## config.mk

```make
export PLATFORM = sky130hd
export DESIGN_NAME = serial_frame_receiver_sum16_unit
export DESIGN_NICKNAME = d
export VERILOG_FILES = /design/src/hw/rtl/sfrs16_pkg.sv /design/src/hw/rtl/serial_frame_receiver_sum16_unit.sv /design/src/hw/rtl/sfrs16_parser.sv
export SDC_FILE = /design/constraint.sdc
export NUM_CORES = 1
export LEC_CHECK = 0
export BUFFER_PORTS_ARGS = -buffer_cell sky130_fd_sc_hd__buf_4
export CORE_ASPECT_RATIO = 0.6
export CORE_MARGIN = 3
export CORE_UTILIZATION = 40
export DETAILED_ROUTE_END_ITERATION = 10
export GPL_TIMING_DRIVEN = 0
export MAX_ROUTING_LAYER = met4
export RECOVER_POWER = 25
export SLEW_MARGIN = 20
export SYNTH_ARGS = -nofsm -noshare
export SYNTH_HDL_FRONTEND = slang
export SYNTH_SLANG_ARGS = --single-unit
```

## constraint.sdc

```tcl
create_clock -name aclk -period 4.1 [get_ports aclk]
set_input_delay 0.205 -clock aclk [delete_from_list [all_inputs] [get_ports aclk]]
set_output_delay 0.205 -clock aclk [all_outputs]
set_load 0.01 [all_outputs]
```

## src/hw/rtl/sfrs16_pkg.sv

```systemverilog
// ----------------------------------------------------------------------------
// sfrs16_pkg
// Shared types and constants for the serial frame receiver with 16-bit sum.
// ----------------------------------------------------------------------------
package sfrs16_pkg;

    localparam int POS_W    = 4;
    localparam int BYTE_W   = 8;
    localparam int SUM_W    = 16;
    localparam int TDATA_W  = 72;

    localparam logic [POS_W-1:0] POS_FLAG = 4'd0;
    localparam logic [POS_W-1:0] POS_SRC  = 4'd1;
    localparam logic [POS_W-1:0] POS_DST  = 4'd2;
    localparam logic [POS_W-1:0] POS_CMD  = 4'd3;
    localparam logic [POS_W-1:0] POS_SER  = 4'd4;
    localparam logic [POS_W-1:0] POS_LEN  = 4'd5;
    localparam logic [POS_W-1:0] POS_DATA = 4'd6;
    localparam logic [POS_W-1:0] POS_SUMH = 4'd7;
    localparam logic [POS_W-1:0] POS_SUML = 4'd8;

    typedef struct packed {
        logic              data_valid;
        logic [BYTE_W-1:0] data_byte;
        logic [BYTE_W-1:0] data_index;
        logic              frame_done;
        logic              frame_ok;
        logic [BYTE_W-1:0] flag_field;
        logic [BYTE_W-1:0] source_address;
        logic [BYTE_W-1:0] dest_address;
        logic [BYTE_W-1:0] command_code;
        logic [BYTE_W-1:0] serial_number;
        logic [BYTE_W-1:0] payload_length;
    } result_t;

endpackage

```

## src/hw/rtl/serial_frame_receiver_sum16_unit.sv

```systemverilog
// ----------------------------------------------------------------------------
// serial_frame_receiver_sum16_unit
// Length-prefixed frame parser with 16-bit additive checksum, one result
// transfer per received byte.
// ----------------------------------------------------------------------------
// output: a two-entry buffer (result register plus skid register) registers
//   each accepted byte's result and keeps s_tready high while one result waits
// throughput: one byte per cycle until the skid register fills
// reset: synchronous aresetn returns the parser to the flag byte, clears the
//   sum and empties the output buffer
module serial_frame_receiver_sum16_unit (
    input  logic                              aclk,
    input  logic                              aresetn,
    input  logic                              s_tvalid,
    output logic                              s_tready,
    input  logic [7:0]                        s_tdata,  // rx_byte
    output logic                              m_tvalid,
    input  logic                              m_tready,
    // data_byte, data_index, frame_ok, flag_field, source_address,
    // dest_address, command_code, serial_number, payload_length, zero pad
    output logic [sfrs16_pkg::TDATA_W-1:0]    m_tdata,
    output logic                              m_tuser,  // data_valid
    output logic                              m_tlast   // frame_done
);

    sfrs16_pkg::result_t res;
    sfrs16_pkg::result_t out_reg,  out_next;
    sfrs16_pkg::result_t skid_reg, skid_next;
    logic                out_valid_reg,  out_valid_next;
    logic                skid_valid_reg, skid_valid_next;
    logic                in_accept;
    logic                out_free;

    assign s_tready  = !skid_valid_reg;
    assign in_accept = s_tvalid && s_tready;
    assign out_free  = !out_valid_reg || m_tready;

    sfrs16_parser u_parser (
        .aclk        (aclk),
        .aresetn     (aresetn),
        .byte_accept (in_accept),
        .rx_byte     (s_tdata),
        .result      (res)
    );

    always_comb begin
        out_next        = out_reg;
        out_valid_next  = out_valid_reg;
        skid_next       = skid_reg;
        skid_valid_next = skid_valid_reg;
        if (out_free) begin
            if (skid_valid_reg) begin
                out_next        = skid_reg;
                out_valid_next  = 1'b1;
                skid_valid_next = 1'b0;
            end else if (in_accept) begin
                out_next       = res;
                out_valid_next = 1'b1;
            end else begin
                out_valid_next = 1'b0;
            end
        end else if (in_accept) begin
            skid_next       = res;
            skid_valid_next = 1'b1;
        end
    end

    always_ff @(posedge aclk) begin
        if (!aresetn) begin
            out_valid_reg  <= 1'b0;
            skid_valid_reg <= 1'b0;
        end else begin
            out_valid_reg  <= out_valid_next;
            skid_valid_reg <= skid_valid_next;
        end
    end

    always_ff @(posedge aclk) begin
        out_reg  <= out_next;
        skid_reg <= skid_next;
    end

    assign m_tvalid = out_valid_reg;
    assign m_tuser  = out_reg.data_valid;
    assign m_tlast  = out_reg.frame_done;
    assign m_tdata  = {7'd0,
                       out_reg.payload_length,
                       out_reg.serial_number,
                       out_reg.command_code,
                       out_reg.dest_address,
                       out_reg.source_address,
                       out_reg.flag_field,
                       out_reg.frame_ok,
                       out_reg.data_index,
                       out_reg.data_byte};

endmodule

```

## src/hw/rtl/sfrs16_parser.sv

```systemverilog
// ----------------------------------------------------------------------------
// sfrs16_parser
// Frame parse state, header capture and running checksum; gives the result
// for the byte presented this cycle and advances on each accepted byte.
// ----------------------------------------------------------------------------
module sfrs16_parser (
    input  logic                            aclk,
    input  logic                            aresetn,
    input  logic                            byte_accept,
    input  logic [sfrs16_pkg::BYTE_W-1:0]   rx_byte,
    output sfrs16_pkg::result_t             result
);

    logic [sfrs16_pkg::POS_W-1:0]  pos_reg,     pos_next;
    logic [sfrs16_pkg::BYTE_W-1:0] count_reg,   count_next;
    logic [sfrs16_pkg::BYTE_W-1:0] flag_reg,    flag_next;
    logic [sfrs16_pkg::BYTE_W-1:0] src_reg,     src_next;
    logic [sfrs16_pkg::BYTE_W-1:0] dst_reg,     dst_next;
    logic [sfrs16_pkg::BYTE_W-1:0] cmd_reg,     cmd_next;
    logic [sfrs16_pkg::BYTE_W-1:0] ser_reg,     ser_next;
    logic [sfrs16_pkg::BYTE_W-1:0] len_reg,     len_next;
    logic [sfrs16_pkg::SUM_W-1:0]  sum_reg,     sum_next;
    logic [sfrs16_pkg::BYTE_W-1:0] sumh_reg,    sumh_next;
    logic [sfrs16_pkg::SUM_W-1:0]  sum_added;
    logic [sfrs16_pkg::BYTE_W-1:0] count_inc;

    assign sum_added = sum_reg + {{(sfrs16_pkg::SUM_W-sfrs16_pkg::BYTE_W){1'b0}}, rx_byte};
    assign count_inc = count_reg + 8'd1;

    always_comb begin
        pos_next   = pos_reg;
        count_next = count_reg;
        flag_next  = flag_reg;
        src_next   = src_reg;
        dst_next   = dst_reg;
        cmd_next   = cmd_reg;
        ser_next   = ser_reg;
        len_next   = len_reg;
        sum_next   = sum_reg;
        sumh_next  = sumh_reg;
        result     = '0;
        case (pos_reg)
            sfrs16_pkg::POS_SRC: begin
                src_next = rx_byte;
                sum_next = sum_added;
                pos_next = sfrs16_pkg::POS_DST;
            end
            sfrs16_pkg::POS_DST: begin
                dst_next = rx_byte;
                sum_next = sum_added;
                pos_next = sfrs16_pkg::POS_CMD;
            end
            sfrs16_pkg::POS_CMD: begin
                cmd_next = rx_byte;
                sum_next = sum_added;
                pos_next = sfrs16_pkg::POS_SER;
            end
            sfrs16_pkg::POS_SER: begin
                ser_next = rx_byte;
                sum_next = sum_added;
                pos_next = sfrs16_pkg::POS_LEN;
            end
            sfrs16_pkg::POS_LEN: begin
                len_next = rx_byte;
                sum_next = sum_added;
                pos_next = (rx_byte == 8'd0) ? sfrs16_pkg::POS_SUMH : sfrs16_pkg::POS_DATA;
            end
            sfrs16_pkg::POS_DATA: begin
                sum_next          = sum_added;
                result.data_valid = 1'b1;
                result.data_byte  = rx_byte;
                result.data_index = count_reg;
                count_next        = count_inc;
                if (count_inc >= len_reg) begin
                    pos_next = sfrs16_pkg::POS_SUMH;
                end
            end
            sfrs16_pkg::POS_SUMH: begin
                sumh_next = rx_byte;
                pos_next  = sfrs16_pkg::POS_SUML;
            end
            sfrs16_pkg::POS_SUML: begin
                result.frame_done     = 1'b1;
                result.frame_ok       = (sum_reg == {sumh_reg, rx_byte});
                result.flag_field     = flag_reg;
                result.source_address = src_reg;
                result.dest_address   = dst_reg;
                result.command_code   = cmd_reg;
                result.serial_number  = ser_reg;
                result.payload_length = len_reg;
                pos_next              = sfrs16_pkg::POS_FLAG;
                count_next            = '0;
            end
            default: begin
                flag_next  = rx_byte;
                sum_next   = '0;
                count_next = '0;
                pos_next   = sfrs16_pkg::POS_SRC;
            end
        endcase
    end

    always_ff @(posedge aclk) begin
        if (!aresetn) begin
            pos_reg   <= sfrs16_pkg::POS_FLAG;
            count_reg <= '0;
            flag_reg  <= '0;
            src_reg   <= '0;
            dst_reg   <= '0;
            cmd_reg   <= '0;
            ser_reg   <= '0;
            len_reg   <= '0;
            sum_reg   <= '0;
            sumh_reg  <= '0;
        end else if (byte_accept) begin
            pos_reg   <= pos_next;
            count_reg <= count_next;
            flag_reg  <= flag_next;
            src_reg   <= src_next;
            dst_reg   <= dst_next;
            cmd_reg   <= cmd_next;
            ser_reg   <= ser_next;
            len_reg   <= len_next;
            sum_reg   <= sum_next;
            sumh_reg  <= sumh_next;
        end
    end

endmodule

```

==> results.md <==
* Outcome: complete, but fails checks
* Failing checks: capacitance limit, slew limit
* Pre-CTS WS at between 1.5 and 2 ns
* Total Wirelength at approximately 22 mm
* TritonCTS Buffers at 22
* Most used DFF post-synth: edfxtp_1
* WS Path Type: reg -> reg
* Worst hold start: m_tready
* Share of flip-flops with an asynchronous set or reset at 0%
* Min-delay worst type: in -> reg
* Crit start category: flop
* Fmax at around 340 MHz
* CP Buf/Inv Count at 2
* Pwr Density at approximately 440 mW/mm^2
* Post-synth cell types at 56
* CTS root buf: clkbuf_16
* Netlist Area Pre-Place at about 0.0095 mm^2
* Die Y at approximately 130 um
* Clock transition at the registers of the reported paths at roughly 0.07 ns
* P&R area growth vs syn at 16.3%
* Register area share after synthesis at between 60% and 70%
* Floorplan core area at 0.0226 mm^2
* Clk pwr share at between 40% and 50%
* Total track usage at 17.4%
* Crit path DAT at approximately 3.4 ns
* ANT cells at 0
* R2r startpoint: u_parser.pos_reg[0]
* Synth warn at 0
* Port buffer count at just under 80
* Later-pin clock latency in the skew report at just over 0.5 ns
* Period minus WS final at 2.95 ns
* DRC at 0
* Share of layout cells above drive strength 1 at 13.5%
* Crit path max fanout at 10
* Worst Setup SP: u_parser.pos_reg[0]
* Critical Path RT at approximately 4.5 ns
* Switching share of power at around 23%
* Setup_tns at 0 ns
* Final Skew at 0.0256 ns
* CP Cell Sequence: clkbuf_1 -> nor3_1 -> nand2_1 -> inv_1 -> nor3b_4 -> nand4_2 -> or4_4 -> a21oi_2
* Register share of total power at 50.2%
* Post-DP HPWL at roughly 15 mm
* Non-filler cells in the finished layout at around 1,200
* Rows at between 40 and 50
* Routability cong. at roughly 0.90
* TritonCTS clock tree: yes
* Worst slew pin tran at about 1.8 ns
* Placed Cells incl. Taps at around 1,200
* Vias at approximately 6,400
* Drt wl/cell at ~18 um
* Switch Pwr at around 1.1 mW
* Comb pwr share at 7.4%
* Initial drt markers at roughly 500
* Layout net count at just over 900
* Count leader, synth: edfxtp_1
* Largest register FFs at 67
* Number of global-route vias before repair at roughly 6,000
* Setup violations, final at 0
* Leading cell types by count after synthesis: 134 x edfxtp_1, 86 x dfxtp_1, 63 x nor2_1
* Crit share post-route at approximately 70%
* Clock tree buffer depth at 3
* Synth top area share at 42.5%
* Drt via density at just over 5
* CP Capture Type: flop
* Crit path largest cell delay at between 0.5 and 0.6 ns
* Gr ovfl total at 0
* Crit-path slowest cell: or4_4
* Post-CTS setup repair buffer count at 0
* RSZ-0062 raised after global routing: no
* Final worst setup slack at 1.15 ns
* Hold Fails Final Rpt at 0
* Post-synthesis register bit count at 220
* Slew Limit Fails at 16
* Final Power at about 5 mW
* Initial antenna violation count at 0
* Die ar. at 0.0256 mm^2
* Post-layout util at slightly below 50%
* Cell taking the most area after synthesis: edfxtp_1
* Number of synthesized flops with an enable pin at ~130
* CTS sink cnt at between 200 and 250
* First-pass GRT wire length at about 35 mm
* Initial DRT Pass Iterations at 5
* Starting Density at about two fifths
* Synth area leaders: edfxtp_1 43%, dfxtp_1 18%, mux2_2 6.8%, and2_1 4.0%, mux2i_1 3.5%
* Leak Pwr at around 4 nW
* CP top delay family: simple AND/OR/NAND/NOR gates
* Max_cap viols at 1
* Largest net degree at the start of global routing at 40
* # IOs at just under 90
* Antenna Nets Post-Route at 0
* Die X at 205 um
* Post-Syn Area per Cell at 11.9 um^2
* H-tree depth at 1
* Syn Inst Count at slightly below 800
* Peak VDD IR at between 0.2 and 0.25 mV
* Slew HR at -22.6%
* Pint at ~3.8 mW
-- layout by cell type, fill, tap and decap left out, drive strengths merged, types with 2 or more instances in the layout --
cell / synthesis / final
o31ai: 12 / 12
nor3b: 4 / 4
clkinv: 0 / 5
edfxtp: 134 / 134
nand2b: 5 / 5
or3: 3 / 3
nand3: 40 / 40
nor4: 7 / 7
bufinv: 0 / 2
o21ai: 18 / 18
o211ai: 4 / 4
dfxtp: 86 / 86
nand2: 61 / 61
xor2: 6 / 6
nand4: 8 / 8
nor3: 6 / 6
mux2i: 33 / 33
nor2b: 4 / 4
or4: 7 / 7
buf: 17 / 29
mux2: 57 / 57
o21a: 3 / 3
inv: 16 / 16
and2: 60 / 60
o21bai: 2 / 2
nor2: 63 / 63
clkbuf: 36 / 139
ha: 17 / 17
a31oi: 2 / 2
nand3b: 2 / 2
a22oi: 5 / 5
a211oi: 2 / 2
xnor2: 12 / 12
a21oi: 47 / 47
and4: 2 / 2
conb: 1 / 7
-- cell type report --
| class | instances | area (um^2) |
|---|---|---|
| fillers | 2072 | 11600 |
| well taps | 308 | 385 |
| clock inverters | 7 | 87.6 |
| flip-flops and latches | 220 | 5750 |
| multi-input cells | 509 | 3420 |
| repair buffers | 83 | 408 |
| clock buffers | 33 | 654 |
| plain buffers | 53 | 238 |
| inverters | 16 | 60.1 |
-- worst reg2reg max path: cells and delay by family (launching register included) --
family | cells | cell delay (ns)
AO/OA/AOI/OAI | 1 | 0.13
AND/OR/NAND/NOR | 5 | 1.81
flip-flops | 1 | 0.31
buffers and inverters | 2 | 0.62
-- power groups by stage --
stage | Clock (mW) | Sequential [mW] | Combinational (mW)
global placement | 0 | 2.49 | 0.376
detailed placement | 0 | 2.49 | 0.387
CTS | 2.10 | 2.44 | 0.391
floorplan | 0 | 2.51 | 0.215
finish | 2.06 | 2.44 | 0.359
global route | 2.18 | 2.44 | 0.395
-- worst paths after layout --
check | to | slack (ns) | cells after the start
setup reg to reg | u_parser.sum_reg[14] | 1.15 | 8
hold / removal | skid_valid_reg | 0.12 | 3
hold reg to reg | u_parser.src_reg[2] | 0.45 | 2
setup / recovery | u_parser.sum_reg[14] | 1.15 | 8
-- metal layers --
| layer | vias to the layer above | global-route usage [%] | part of all wire, % |
|---|---|---|---|
| li1 | 3064 | - | - |
| met1 | 3075 | 27.9 | 54 |
| met2 | 199 | 22.5 | 38 |
| met3 | 28 | 3.56 | 6.6 |
| met4 | 0 | 2.95 | 1.3 |
| met5 | - | - | 0 |
-- cell families (layout without fill, tap and decap cells) --
group | after synthesis | in the layout | share of synthesized area [%]
other cells | 1 | 7 | 0.0396
simple gates | 274 | 274 | 14.9
flops | 220 | 220 | 60.7
xor+xnor | 18 | 18 | 1.67
mux | 90 | 90 | 10.3
buf+inv | 69 | 192 | 3.24
fa+ha+maj | 18 | 18 | 2.46
compound gates | 102 | 102 | 6.67
-- repair_timing --
| action | CTS | global route |
|---|---|---|
| hold endpoints to repair | 1 | 0 |
| resized for setup | 0 | 0 |
| hold buffers | 1 | 0 |
-- metrics by stage --
stage                     area (um^2)  hold WS, ns
after detailed placement        10500        0.446
after global placement          10500        0.442
after floorplan                  9480        0.380
final                           11000        0.116
after global routing            11000        0.136
after CTS                       11300        0.149
No activity file was read; power rests on OpenSTA's default activity.
